File: config.mk
export PLATFORM = sky130hd
export DESIGN_NAME = epr_useq
export DESIGN_NICKNAME = d
export VERILOG_FILES = /design/src/epr_pkg.sv /design/src/epr_useq.sv
export SDC_FILE = /design/constraint.sdc
export NUM_CORES = 1
export LEC_CHECK = 0
export ABC_CLOCK_PERIOD_IN_PS = 2300
export BUFFER_PORTS_ARGS = -buffer_cell sky130_fd_sc_hd__buf_4
export CAP_MARGIN = 20
export CORE_UTILIZATION = 41
export DETAILED_ROUTE_END_ITERATION = 6
export PLACE_DENSITY = 0.76
export SLEW_MARGIN = 20
export SYNTH_ARGS = -nofsm -noshare
export SYNTH_HDL_FRONTEND = slang
export SYNTH_SLANG_ARGS = --single-unit
export TNS_END_PERCENT = 100
File: constraint.sdc
create_clock -name clock -period 2.3 [get_ports clock]
set_input_delay 0.115 -clock clock [delete_from_list [all_inputs] [get_ports clock]]
set_output_delay 0.115 -clock clock [all_outputs]
set_load 0.01 [all_outputs]
File: src/epr_pkg.sv
package epr_pkg;

   // Field widths of the configuration registers
   localparam int ATTEMPT_W  = 6;
   localparam int US_W       = 16;
   localparam int TRIG_W     = 8;
   localparam int HALF_W     = 13;

   // Result field widths
   localparam int AVG_W      = 16;
   localparam int DIST_W     = 20;
   localparam int GOOD_W     = 6;
   localparam int PROD_W     = AVG_W + HALF_W;

   // Q8 cm/ms times us gives 1000x the Q8 distance in cm
   localparam int SCALE_DIV  = 1000;

   // floor(x / 1000) as (x * RECIP_MULT) >> RECIP_SHIFT, exact for x below 2^29
   localparam int                 RECIP_W     = 29;
   localparam int                 RECIP_SHIFT = 38;
   localparam logic [RECIP_W-1:0] RECIP_MULT  = 29'd274877907;
   localparam int                 SCALED_W    = PROD_W + RECIP_W;

   // Configuration port
   localparam int CSR_IDX_W  = 3;
   localparam int CSR_DATA_W = 16;

   // Register reset values
   localparam logic [ATTEMPT_W-1:0] RST_ATTEMPT_COUNT = 6'd30;
   localparam logic [US_W-1:0]      RST_MIN_ECHO      = 16'd200;
   localparam logic [US_W-1:0]      RST_SETTLE_GAP    = 16'd1000;
   localparam logic [TRIG_W-1:0]    RST_TRIGGER_WIDTH = 8'd20;
   localparam logic [US_W-1:0]      RST_RISE_TIMEOUT  = 16'd50000;
   localparam logic [HALF_W-1:0]    RST_HALF_SPEED    = 13'd4390;
   localparam logic [US_W-1:0]      RST_FALLBACK      = 16'd140;

   typedef enum logic [CSR_IDX_W-1:0] {
      CSR_ATTEMPT_COUNT  = 3'd0,
      CSR_MIN_ECHO       = 3'd1,
      CSR_SETTLE_GAP     = 3'd2,
      CSR_TRIGGER_WIDTH  = 3'd3,
      CSR_RISE_TIMEOUT   = 3'd4,
      CSR_HALF_SPEED     = 3'd5,
      CSR_FALLBACK       = 3'd6
   } csr_idx_type;

   typedef struct packed {
      logic [ATTEMPT_W-1:0] attempt_count;
      logic [US_W-1:0]      min_echo_us;
      logic [US_W-1:0]      settle_gap_us;
      logic [TRIG_W-1:0]    trigger_width_us;
      logic [US_W-1:0]      rise_timeout_us;
      logic [HALF_W-1:0]    half_speed_q8;
      logic [US_W-1:0]      fallback_us;
   } cfg_type;

   typedef enum logic [2:0] {
      PH_IDLE   = 3'd0,
      PH_SETTLE = 3'd1,
      PH_TRIG   = 3'd2,
      PH_RISE   = 3'd3,
      PH_HIGH   = 3'd4
   } phase_type;

   // Microcode
   localparam int STEP_W = 4;

   typedef enum logic [STEP_W-1:0] {
      ST_WAIT      = 4'd0,
      ST_CHK       = 4'd1,
      ST_LOAD_SUM  = 4'd2,
      ST_DIV_AVG   = 4'd3,
      ST_AVG_SEL   = 4'd4,
      ST_MUL       = 4'd5,
      ST_SCALE     = 4'd6,
      ST_STORE     = 4'd7,
      ST_EMIT      = 4'd8
   } step_type;

   typedef enum logic [3:0] {
      OP_NOP,
      OP_TICK,
      OP_DIV_LOAD_SUM,
      OP_DIV_STEP,
      OP_AVG_SEL,
      OP_MUL,
      OP_SCALE,
      OP_STORE,
      OP_EMIT
   } op_type;

   typedef enum logic [2:0] {
      C_NEVER,
      C_ALWAYS,
      C_IN_ACC,
      C_NOT_FIN,
      C_DIV_MORE,
      C_OUT_FREE
   } cond_type;

   // One control word: operation, jump condition and target, stall when false
   typedef struct packed {
      op_type   op;
      cond_type cond;
      logic     stall;
      step_type target;
   } ctrl_type;

   // Datapath flags seen by the sequencer
   typedef struct packed {
      logic in_acc;
      logic not_fin;
      logic div_more;
      logic out_free;
   } flags_type;

   // Tick unit status
   typedef struct packed {
      logic trigger;
      logic busy;
      logic finish;
   } tick_stat_type;

endpackage

File: src/epr_useq.sv
module epr_useq
   import epr_pkg::*;
(
   input  logic      clock,
   input  logic      reset,
   input  flags_type flags,
   output ctrl_type  ctrl,
   output step_type  step
);

   step_type step_ff, step_in;
   logic     cond_true;

   // Microcode ROM
   always_comb begin
      unique case (step_ff)
         ST_WAIT:      ctrl = '{OP_TICK,          C_IN_ACC,   1'b1, ST_CHK};
         ST_CHK:       ctrl = '{OP_NOP,           C_NOT_FIN,  1'b0, ST_EMIT};
         ST_LOAD_SUM:  ctrl = '{OP_DIV_LOAD_SUM,  C_NEVER,    1'b0, ST_WAIT};
         ST_DIV_AVG:   ctrl = '{OP_DIV_STEP,      C_DIV_MORE, 1'b0, ST_DIV_AVG};
         ST_AVG_SEL:   ctrl = '{OP_AVG_SEL,       C_NEVER,    1'b0, ST_WAIT};
         ST_MUL:       ctrl = '{OP_MUL,           C_NEVER,    1'b0, ST_WAIT};
         ST_SCALE:     ctrl = '{OP_SCALE,         C_NEVER,    1'b0, ST_WAIT};
         ST_STORE:     ctrl = '{OP_STORE,         C_NEVER,    1'b0, ST_WAIT};
         ST_EMIT:      ctrl = '{OP_EMIT,          C_OUT_FREE, 1'b1, ST_WAIT};
         default:      ctrl = '{OP_NOP,           C_ALWAYS,   1'b0, ST_WAIT};
      endcase
   end

   // Condition select
   always_comb begin
      unique case (ctrl.cond)
         C_NEVER:    cond_true = 1'b0;
         C_ALWAYS:   cond_true = 1'b1;
         C_IN_ACC:   cond_true = flags.in_acc;
         C_NOT_FIN:  cond_true = flags.not_fin;
         C_DIV_MORE: cond_true = flags.div_more;
         C_OUT_FREE: cond_true = flags.out_free;
         default:    cond_true = 1'b1;
      endcase
   end

   // Next step: jump, stall or fall through
   always_comb begin
      if (cond_true) begin
         step_in = ctrl.target;
      end else if (ctrl.stall) begin
         step_in = step_ff;
      end else begin
         step_in = step_type'(step_ff + STEP_W'(1));
      end
   end

   always_ff @(posedge clock) begin
      if (reset) begin
         step_ff <= ST_WAIT;
      end else begin
         step_ff <= step_in;
      end
   end

   assign step = step_ff;

endmodule

# Word level (Yosys, flattened, before mapping)
# Memories as Yosys holds them, arrays and structs flattened. A register that Yosys moved wholly into a read port is not among the register bits.
# Index checks and enable logic that the tools add are counted.
op_classes:
  muxes: 5
  n_reduce_logical: 1
  eq_ne: 5
  addsub: 1
ops:
  columns: ["op", "count"]
  rows:
  - ["$mux W4", 4]
  - ["$eq A3 B2 Y1 const B", 2]
  - ["$eq A3 B3 Y1 const B", 2]
  - ["$pmux W1 S5", 1]
  - ["$add A4 B1 Y4 const B", 1]
  - ["$logic_not A3 Y1", 1]
  - ["$ne A2 B1 Y1 const B", 1]
totals:
  input_bits: 6
  out_inout_bits: 16
  wordCells: 14
  memories: 1
  rom_bits: 176
  ff_bits: 4
mem_list:
  columns: ["memory", "depth", "word_bits", "read_ports", "rd_ports_with_merged_regs", "write_ports", "line", "text"]
  rows:
  - ["(no name shown)", 16, 11, 1, 1, 0, "epr_useq.sv:16", "unique case (step_ff)"]

# Logic depth before layout (Yosys ltp)
# Gate-level depths: netlist (run 1).
logic_depth:
  word_depth: 5
  ltp_mapped: 8
  depth_no_buf: 8

# Worst setup path before layout (run 1)
# No wires, ideal clock.
synth_path:
  path_type: "register to register"
  from: "register, netlist name ctrl[5]"
  to: "register, netlist name ctrl[7]"
  arrival_ns: 1.898
  stages_incl_launch_ff: 9
  t_required_ns: 2.208
  setup_ns: 0.092
  period_less_slack_ns: 1.991
  path_slack_ns: 0.309
  n_path_buf: 0
  cell_sequence: "dfxtp_1 -> mux2_4 -> o21a_1 -> a2111oi_4 -> nor3_2 -> inv_1 -> ha_1 -> o21ai_0 -> o32ai_1"
synth_between:
  elab_chain_cells: 5
synth_rtl:
  columns: ["element", "line", "text"]
  rows:
  - ["$eq A3 B3 Y1, or another cell as far along", "epr_useq.sv:32", "unique case (ctrl.cond)"]
  - ["$pmux W1 S5 *", "epr_useq.sv:32", null]
  - ["$ne A2 B1 Y1 (no line) / $mux W4 (equally long branches)", null, null]
  - ["$mux W4 (no line) * (2 in a row)", null, null]
# Mark *: on every way between the ends. The rest lies on a longest branch, timed or not.
# A chain may end at the register's enable or synchronous reset.

# Worst setup path after layout (run 1)
layout_path:
  from: "register, netlist name ctrl[5]"
  to: "register, netlist name ctrl[7]"
layout_between:
  elab_chain_cells: 5
layout_rtl:
  columns: ["element", "line"]
  rows:
  - ["$eq A3 B3 Y1, or another cell as far along", "epr_useq.sv:32"]
  - ["$pmux W1 S5 *", "epr_useq.sv:32"]
  - ["$ne A2 B1 Y1 (no line) / $mux W4 (equally long branches)", null]
  - ["$mux W4 (no line) * (2 in a row)", null]
# Marks and branches as above.

==> flow_metrics.tcl, run 1 <==
set metrics [dict create \
    p_switching_mw 0.509 \
    synth_fp_nets 81 \
    cts_max_level 1 \
    synth_area_um2 733 \
    firstDrtPassIters 4 \
    grtUsageTotal_pct 18.5 \
    finalHoldViolCount 0 \
    endpoint_kind "flop" \
    pwr-share-seq_pct 35.8 \
    rsz0062_at_grt "no" \
    maxSlewViolCount 0 \
    critPathRequiredTime_ns 2.49 \
    synth_warnings 0 \
    wirelength_mm 1.56 \
    die_area_um2 1960 \
    cts_tree "built" \
    coreArea_um2 1590 \
    drive_gt1_share_pct 36.6 \
    min_period_ns 2.11 \
    synth_edf_count 0 \
    initial_core_util_pct 46.0 \
    portBuffers 20 \
    p_sw_share_pct 40.3 \
    fin_nets 104 \
    ys_async_sr_fraction_pct 0 \
    syn_inst 71 \
    vias_per_cell 4.91 \
    hpwlAfterDp_mm 1.17 \
    ys_ff_latch 15 \
    status "completed" \
    fin_util_pct 58.3 \
    cellPowerDensity_nw_per_um2 1360 \
    maxCapViolations 0 \
    seq_area_frac_synth_pct 41.0 \
    combPwrFrac_pct 52.1 \
    setup_violations 0 \
    antennaDiodeCount 0 \
    area_growth_pct 26.8 \
    worstPathArrival_ns 2.30 \
    io_pins 22 \
    critical_path_class "reg2reg" \
    critPathMaxFanout 5 \
    antenna_found_initial 0 \
    grt_pass1_vias 588 \
    worstSkewPairLatency_ns 0.29 \
    synthFlopType "dfxtp_1" \
    grt-ovfl-total 0 \
    row_count 14 \
    grt_max_degree 15 \
    nFillCells 154 \
    place.gp.congestion 0.744 \
    min_path_type "in2reg" \
    drt_iter0_drc 4 \
    start_kind "flop" \
    cts_root_buffer "clkbuf_4" \
    p_int_mw 0.755 \
    wl_per_cell_um 13.4 \
    grt_pass1_wl_mm 2.55 \
    clk_pin_slew_ns 0.09 \
    drc_errors 0 \
    finalCritPeriodShare_pct 91.8 \
    die_y_um 44.3 \
    clock.fmax_ghz 0.474 \
    cts_hold_buf 0 \
    hold_ws_ns 0.104 \
    cts_max_path_buffers 2 \
    reg2reg_slack_ns 0.19 \
    peakVddDrop_v 0.000698 \
    clkPwrFrac_pct 12.1 \
    die_w_um 44.3 \
    synth_cell_types 36 \
    antenna_left 0 \
    leakagePower_nw 0.399 \
    vias 575 \
    tns_ns 0 \
    cts.sinks 15 \
    fin_skew_ns 0.00623 \
    numCtsBuffers 3 \
    synth.avg_cell_area_um2 10.3 \
]
-- metal layers --
metal | GRT usage, % | routed length, um | vias to the layer above
met2 | 27.6 | 721 | 16
met3 | 5.31 | 84 | 5
met5 | 0 | 0 | -
li1 | - | - | 291
met4 | 10.9 | 41 | 0
met1 | 23.5 | 718 | 263
-- cell usage in the layout, fill, tap and decap left out, types with 2 or more instances in the layout --
| cell | synthesis | final |
|---|---|---|
| and2_1 | 2 | 2 |
| buf_4 | 1 | 20 |
| clkbuf_4 | 0 | 3 |
| dfxtp_1 | 15 | 14 |
| ha_1 | 4 | 4 |
| inv_1 | 3 | 3 |
| nand2_1 | 2 | 2 |
| nand2b_1 | 2 | 2 |
| nor2_1 | 6 | 6 |
| nor2b_1 | 3 | 3 |
| nor3_1 | 3 | 3 |
| o21ai_0 | 2 | 2 |
| o22ai_1 | 2 | 2 |
| xnor2_1 | 3 | 3 |
-- stage by stage --
stage | setup WS (ns) | std cells | area, um2 | total power [mW]
2_1_floorplan | 0.309 | 71 | 733 | 0.892
3_3_place_gp | 0.303 | 113 | 902 | 1.10
3_5_place_dp | 0.159 | 113 | 902 | 1.11
4_1_cts | 0.131 | 117 | 928 | 1.27
5_1_grt | 0.0384 | 117 | 930 | 1.36
6_report | 0.189 | 117 | 930 | 1.26
-- cells in the mapped netlist, types with 2 or more instances --
cell      number  share of area (%)
dfxtp_1       15                 41
and2_1         2                1.7
o21ai_0        2                1.4
nor2_1         6                3.1
ha_1           4                6.8
nor2b_1        3                2.6
xnor2_1        3                3.6
nand2_1        2                1.0
o22ai_1        2                1.7
inv_1          3                1.5
nor3_1         3                2.0
nand2b_1       2                1.7
-- power by group through the flow --
stage	combinational, mW	clock (mW)	sequential (mW)
finish	0.658	0.153	0.452
floorplan	0.413	0	0.479
global route	0.728	0.166	0.468
CTS	0.664	0.154	0.450
global placement	0.648	0	0.452
detailed placement	0.658	0	0.456
-- area by class of cell --
type	count	area, um2	share of cell area [%]
multi-input cells	51	410	44.1
flip-flops and latches	15	302	32.4
repair buffers	20	150	16.2
well taps	24	30.0	3.23
clock buffers	4	26.3	2.83
inverters	3	11.3	1.21
-- path summary, 6_finish.rpt --
| check | start | endpoint | cells after the start |
|---|---|---|---|
| worst max-delay path | ctrl[5]$_SDFF_PP1_ | ctrl[7]$_DFF_P_ | 8 |
| worst min-delay path | reset | step[0]$_SDFFE_PP0N_ | 2 |
| worst max register to register | ctrl[5]$_SDFF_PP1_ | ctrl[7]$_DFF_P_ | 8 |
| worst min register to register | ctrl[0]$_SDFF_PP0_ | step[0]$_SDFFE_PP0N_ | 2 |
-- critical path: stages, from the launching register on --
cell and delay (ns):
dfxtp_2 0.38, mux2_4 0.33, o21a_1 0.21, a2111oi_4 0.37
nor3_2 0.11, inv_1 0.10, ha_1 0.17, o21ai_0 0.11
o32ai_1 0.24
-- registers in the layout (all words and copies together), names as in the netlist --
register and flops:
ctrl 11, step 4
-- kinds of logic (layout without fill, tap and decap cells) --
family / Yosys count / in the layout / share of synthesized area (%)
AOI/OAI and AO/OA: 14 / 14 / 17.9
xor gates and xnor gates: 4 / 4 / 4.78
adders and majority gates: 4 / 4 / 6.83
buffers and inverters: 5 / 27 / 3.07
DFF: 15 / 15 / 41.0
muxes: 3 / 3 / 5.29
other: 1 / 1 / 0.511
and+or+nand+nor: 25 / 25 / 20.6
-- repair_timing --
action | 4_1_cts | 5_1_grt
buffers inserted | 0 | 0
setup endpoints to repair | 0 | 1
gates resized for setup | 0 | 1
(Power assumes the default switching activity.)
==> inputs of run 2 (changes only) <==
--- a/config.mk
+++ b/config.mk
@@ -5,7 +5,7 @@
 export SDC_FILE = /design/constraint.sdc
 export NUM_CORES = 1
 export LEC_CHECK = 0
-export ABC_CLOCK_PERIOD_IN_PS = 2300
+export ABC_CLOCK_PERIOD_IN_PS = 2500
 export BUFFER_PORTS_ARGS = -buffer_cell sky130_fd_sc_hd__buf_4
 export CAP_MARGIN = 20
 export CORE_UTILIZATION = 41
==> constraint.sdc (replaced) <==
create_clock -name clock -period 2.5 [get_ports clock]
set_input_delay 0.125 -clock clock [delete_from_list [all_inputs] [get_ports clock]]
set_output_delay 0.125 -clock clock [all_outputs]
set_load 0.01 [all_outputs]
==> flow_metrics.tcl, run 2 (synthesized netlist as in run 1, its figures left out) <==
set metrics [dict create \
    status "completed" \
    antenna_found_initial 0 \
    grt_pass1_vias 588 \
    regToRegEndpoint "ctrl[7]$_DFF_P_" \
    worstHoldStart "reset" \
    cts_root_buffer "clkbuf_4" \
    firstDrtPassIters 4 \
    p_int_mw 0.693 \
    combPwrFrac_pct 52.2 \
    drive_gt1_share_pct 35.5 \
    reg2reg_slack_ns 0.33 \
    start_kind "flop" \
    fin_nets 104 \
    vias 575 \
    row_count 14 \
    critical_path_class "reg2reg" \
    crit_chain "mux2_4 -> o21a_1 -> a2111oi_4 -> nor3_2 -> inv_1 -> ha_1 -> o21ai_0 -> o32ai_1" \
    die_w_um 44.3 \
    tns_ns 0 \
    cts_setup_buffers 0 \
    critPathMaxFanout 5 \
    max_stage_delay_ns 0.43 \
    min_period_ns 2.17 \
    clock.fmax_ghz 0.461 \
    grt_pass1_wl_mm 2.55 \
    antennaDiodeCount 0 \
    ff2ff_path_depth 8 \
    vias_per_cell 4.91 \
    min_path_type "in2reg" \
    cts_max_level 1 \
    portBuffers 20 \
    die_area_um2 1960 \
    coreArea_um2 1590 \
    worstSkewPairLatency_ns 0.29 \
    critPathRequiredTime_ns 2.69 \
    clkPwrFrac_pct 12.1 \
    finalCritPeriodShare_pct 86.7 \
    leakagePower_nw 0.399 \
    final_cell_mix "buf_4, dfxtp_1, nor2_1" \
    min_path_cells 2 \
    maxSlewViolCount 0 \
    grtUsageTotal_pct 18.5 \
    numCtsBuffers 3 \
    grtUsageMet2_pct 27.6 \
    r2r-start "ctrl[5]$_SDFF_PP1_" \
    cts_tree "built" \
    grt-busiest-layer "met2" \
    maxCapViolations 0 \
    fin_skew_ns 0.00623 \
    p_switching_mw 0.468 \
    power_mw 1.16 \
    cellPowerDensity_nw_per_um2 1250 \
    drt_iter0_drc 4 \
    use_met3_pct 5.31 \
    timing.final.ws_setup_ns 0.331 \
    place.gp.congestion 0.744 \
    clk_pin_slew_ns 0.09 \
    worstPathArrival_ns 2.36 \
    pwr-share-seq_pct 35.7 \
    antenna_left 0 \
    wl_per_cell_um 13.4 \
    regArea_um2 300 \
    rsz0062_at_grt "no" \
    grt_max_degree 15 \
    endpoint_kind "flop" \
    die_y_um 44.3 \
    cts_max_path_buffers 2 \
    met1_usage_pct 23.5 \
    slowest_stage "dfxtp_1" \
    p_sw_share_pct 40.3 \
    drc_errors 0 \
    area_growth_pct 26.6 \
    largest_reg_flops 11 \
    cts.sinks 15 \
    postCtsResizedCells 0 \
    initial_core_util_pct 46.0 \
    hold_end "step[0]$_SDFFE_PP0N_" \
    layout.cells.most_common "buf_4" \
    peakVddDrop_v 0.000638 \
    nFillCells 154 \
    setup_violations 0 \
    io_pins 22 \
    wirelength_mm 1.56 \
    cts_hold_buf 0 \
    multi_input_area_um2 410 \
    finalHoldViolCount 0 \
    hpwlAfterDp_mm 1.17 \
    post-place-ws_ns 0.359 \
    grt-ovfl-total 0 \
]
run 2: cell counts in the layout (fill, tap and decap cells not counted):
Identical to the previous run, type by type.
run 2: power groups by stage:
| stage | combinational (mW) | clock, mW | sequential, mW |
|---|---|---|---|
| global route | 0.669 | 0.153 | 0.429 |
| detailed placement | 0.606 | 0 | 0.420 |
| finish | 0.606 | 0.141 | 0.415 |
| floorplan | 0.380 | 0 | 0.441 |
| global placement | 0.597 | 0 | 0.416 |
| CTS | 0.611 | 0.142 | 0.414 |
run 2: critical path, delay by kind of cell (launching register included):
family,cells,cell delay [ns]
fa+ha+maj,1,0.17
mux,1,0.34
buf+inv,1,0.10
flops,1,0.43
compound gates,4,0.93
simple gates,1,0.11
run 2: how the worst max path moves through the flow:
stage,from,cells after the start,end,slack [ns]
4_1_cts,ctrl[5]$_SDFF_PP1_,8,ctrl[7]$_DFF_P_,0.33
2_1_floorplan,ctrl[5]$_SDFF_PP1_,8,ctrl[7]$_DFF_P_,0.51
3_3_place_gp,ctrl[5]$_SDFF_PP1_,8,ctrl[7]$_DFF_P_,0.50
3_5_place_dp,ctrl[5]$_SDFF_PP1_,8,ctrl[7]$_DFF_P_,0.36
5_1_grt,ctrl[5]$_SDFF_PP1_,8,ctrl[7]$_DFF_P_,0.17
6_report,ctrl[5]$_SDFF_PP1_,8,ctrl[7]$_DFF_P_,0.33
run 2: per-layer routing:
layer  vias up  wire, um
met2        16       721
li1        291         -
met5         -         0
met1       263       718
met4         0        41
met3         5        84
run 2: final cells by class:
cell class	instances	share of cell area, %
multi-input cells	51	44.2
flip-flops and latches	15	32.3
repair buffers	20	16.2
well taps	24	3.23
clock buffers	4	2.83
inverters	3	1.21
run 2: stage by stage:
stage	instances	instance area, um2	hold WS [ns]	util [%]
floorplan	71	733	0.276	-
global placement	113	902	0.416	56.6
detailed placement	113	902	0.420	56.6
CTS	117	928	0.114	58.2
global route	117	928	0.130	58.2
finish	117	928	0.114	58.2
==> inputs of run 3 (changes only) <==
--- a/config.mk
+++ b/config.mk
@@ -6,7 +6,7 @@
 export NUM_CORES = 1
 export LEC_CHECK = 0
 export ABC_CLOCK_PERIOD_IN_PS = 2500
-export BUFFER_PORTS_ARGS = -buffer_cell sky130_fd_sc_hd__buf_4
+export BUFFER_PORTS_ARGS = -buffer_cell sky130_fd_sc_hd__buf_2
 export CAP_MARGIN = 20
 export CORE_UTILIZATION = 41
 export DETAILED_ROUTE_END_ITERATION = 6
==> flow_metrics.tcl, run 3 (synthesized netlist as in run 1, its figures left out) <==
set metrics [dict create \
    layout.cells.most_common "buf_2" \
    dp.cells 113 \
    final_cell_mix "buf_2, dfxtp_1, nor2_1" \
    reg2reg_slack_ns 0.37 \
    clk_pin_slew_ns 0.09 \
    grt_pass1_wl_mm 2.48 \
    worstPathArrival_ns 2.34 \
    worstSkewPairLatency_ns 0.29 \
    cts_max_path_buffers 2 \
    hpwlAfterDp_mm 1.15 \
    place.gp.congestion 0.723 \
    critPathMaxFanout 5 \
    critical_path_class "reg2reg" \
    r2r-start "ctrl[5]$_SDFF_PP1_" \
    cts.sinks 15 \
    coreArea_um2 1590 \
    drc_errors 0 \
    p_sw_share_pct 42.0 \
    vias 600 \
    crit_buf_inv 1 \
    endpoint_kind "flop" \
    place_area_um2 852 \
    grt-ovfl-total 0 \
    p_switching_mw 0.469 \
    grt_pass1_vias 591 \
    regToRegEndpoint "ctrl[7]$_DFF_P_" \
    hold_end "step[3]$_SDFFE_PP0N_" \
    hold_ws_ns 0.174 \
    largest_reg_flops 11 \
    path_delay_family "compound AO/OA/AOI/OAI gates" \
    min_period_ns 2.13 \
    antenna_left 0 \
    leakagePower_nw 0.392 \
    worstHoldStart "reset" \
    tns_ns 0 \
    antennaDiodeCount 0 \
    postCtsResizedCells 0 \
    area_growth_pct 20.0 \
    min_path_type "in2reg" \
    cts_max_level 1 \
    row_count 14 \
    wirelength_mm 1.52 \
    wl_per_cell_um 13.0 \
    drt_iter0_drc 19 \
    portBuffers 20 \
    die_y_um 44.3 \
    grt_max_degree 15 \
    nFillCells 147 \
    firstDrtPassIters 4 \
    maxSlewViolCount 0 \
    rsz0062_at_grt "no" \
    die_w_um 44.3 \
    min_path_cells 2 \
    stdcell_count 117 \
    grtUsageTotal_pct 17.1 \
    clkPwrFrac_pct 12.5 \
    antenna_found_initial 0 \
    drive_gt1_share_pct 36.6 \
    finalHoldViolCount 0 \
    numCtsBuffers 3 \
    die_area_um2 1960 \
    combPwrFrac_pct 51.0 \
    pwr-share-seq_pct 36.5 \
    cts_setup_buffers 0 \
    fin_skew_ns 0.00756 \
    cts_hold_buf 0 \
    crit_chain "mux2_4 -> o21a_1 -> a2111oi_4 -> nor3_2 -> inv_1 -> ha_1 -> o21ai_0 -> o32ai_1" \
    design_area_um2 880 \
    status "completed" \
    initial_core_util_pct 46.0 \
    fin_nets 104 \
    vias_per_cell 5.13 \
    ff2ff_path_depth 8 \
    finalCritPeriodShare_pct 85.3 \
    setup_violations 0 \
    slowest_stage "dfxtp_1" \
    max_stage_delay_ns 0.42 \
    p_int_mw 0.649 \
    cts_root_buffer "clkbuf_4" \
    start_kind "flop" \
    maxCapViolations 0 \
    peakVddDrop_v 0.000574 \
    cts_tree "built" \
    cellPowerDensity_nw_per_um2 1270 \
    critPathRequiredTime_ns 2.70 \
    clock.fmax_ghz 0.469 \
    io_pins 22 \
]
[run 3: layout make-up]
type / instances / area [um2] / area share, %
Timing Repair Buffer: 20 / 100 / 11.4
Clock buffer: 3 / 22.5 / 2.56
Tap cell: 24 / 30.0 / 3.41
Sequential cell: 15 / 300 / 34.1
Inverter: 3 / 11.3 / 1.28
Multi-Input combinational cell: 51 / 410 / 46.7
Clock inverter: 1 / 5.00 / 0.569
[run 3: worst max path at each step]
stage | to | from | slack (ns) | depth (start not counted)
floorplan | ctrl[7]$_DFF_P_ | ctrl[5]$_SDFF_PP1_ | 0.51 | 8
global placement | ctrl[7]$_DFF_P_ | ctrl[5]$_SDFF_PP1_ | 0.51 | 8
detailed placement | ctrl[7]$_DFF_P_ | ctrl[5]$_SDFF_PP1_ | 0.41 | 8
CTS | ctrl[7]$_DFF_P_ | ctrl[5]$_SDFF_PP1_ | 0.38 | 8
global route | ctrl[7]$_DFF_P_ | ctrl[5]$_SDFF_PP1_ | 0.23 | 8
finish | ctrl[7]$_DFF_P_ | ctrl[5]$_SDFF_PP1_ | 0.37 | 8
[run 3: power groups by stage]
stage | registers (mW) | logic, mW | clock network, mW
floorplan | 0.441 | 0.380 | 0
global placement | 0.411 | 0.554 | 0
detailed placement | 0.414 | 0.566 | 0
CTS | 0.409 | 0.569 | 0.144
global route | 0.423 | 0.630 | 0.153
finish | 0.408 | 0.571 | 0.140
[run 3: metrics by stage]
stage	power, mW	setup WS, ns	util (%)
4_1_cts	1.12	0.385	55.2
3_3_place_gp	0.965	0.508	53.5
2_1_floorplan	0.820	0.509	-
3_5_place_dp	0.980	0.415	53.5
5_1_grt	1.21	0.228	55.2
6_report	1.12	0.368	55.2
[run 3: per-layer routing]
metal	global-route usage, %	routed length [um]
met3	3.27	102
met2	28.2	737
met1	21.0	644
met4	9.09	35
met5	0	0
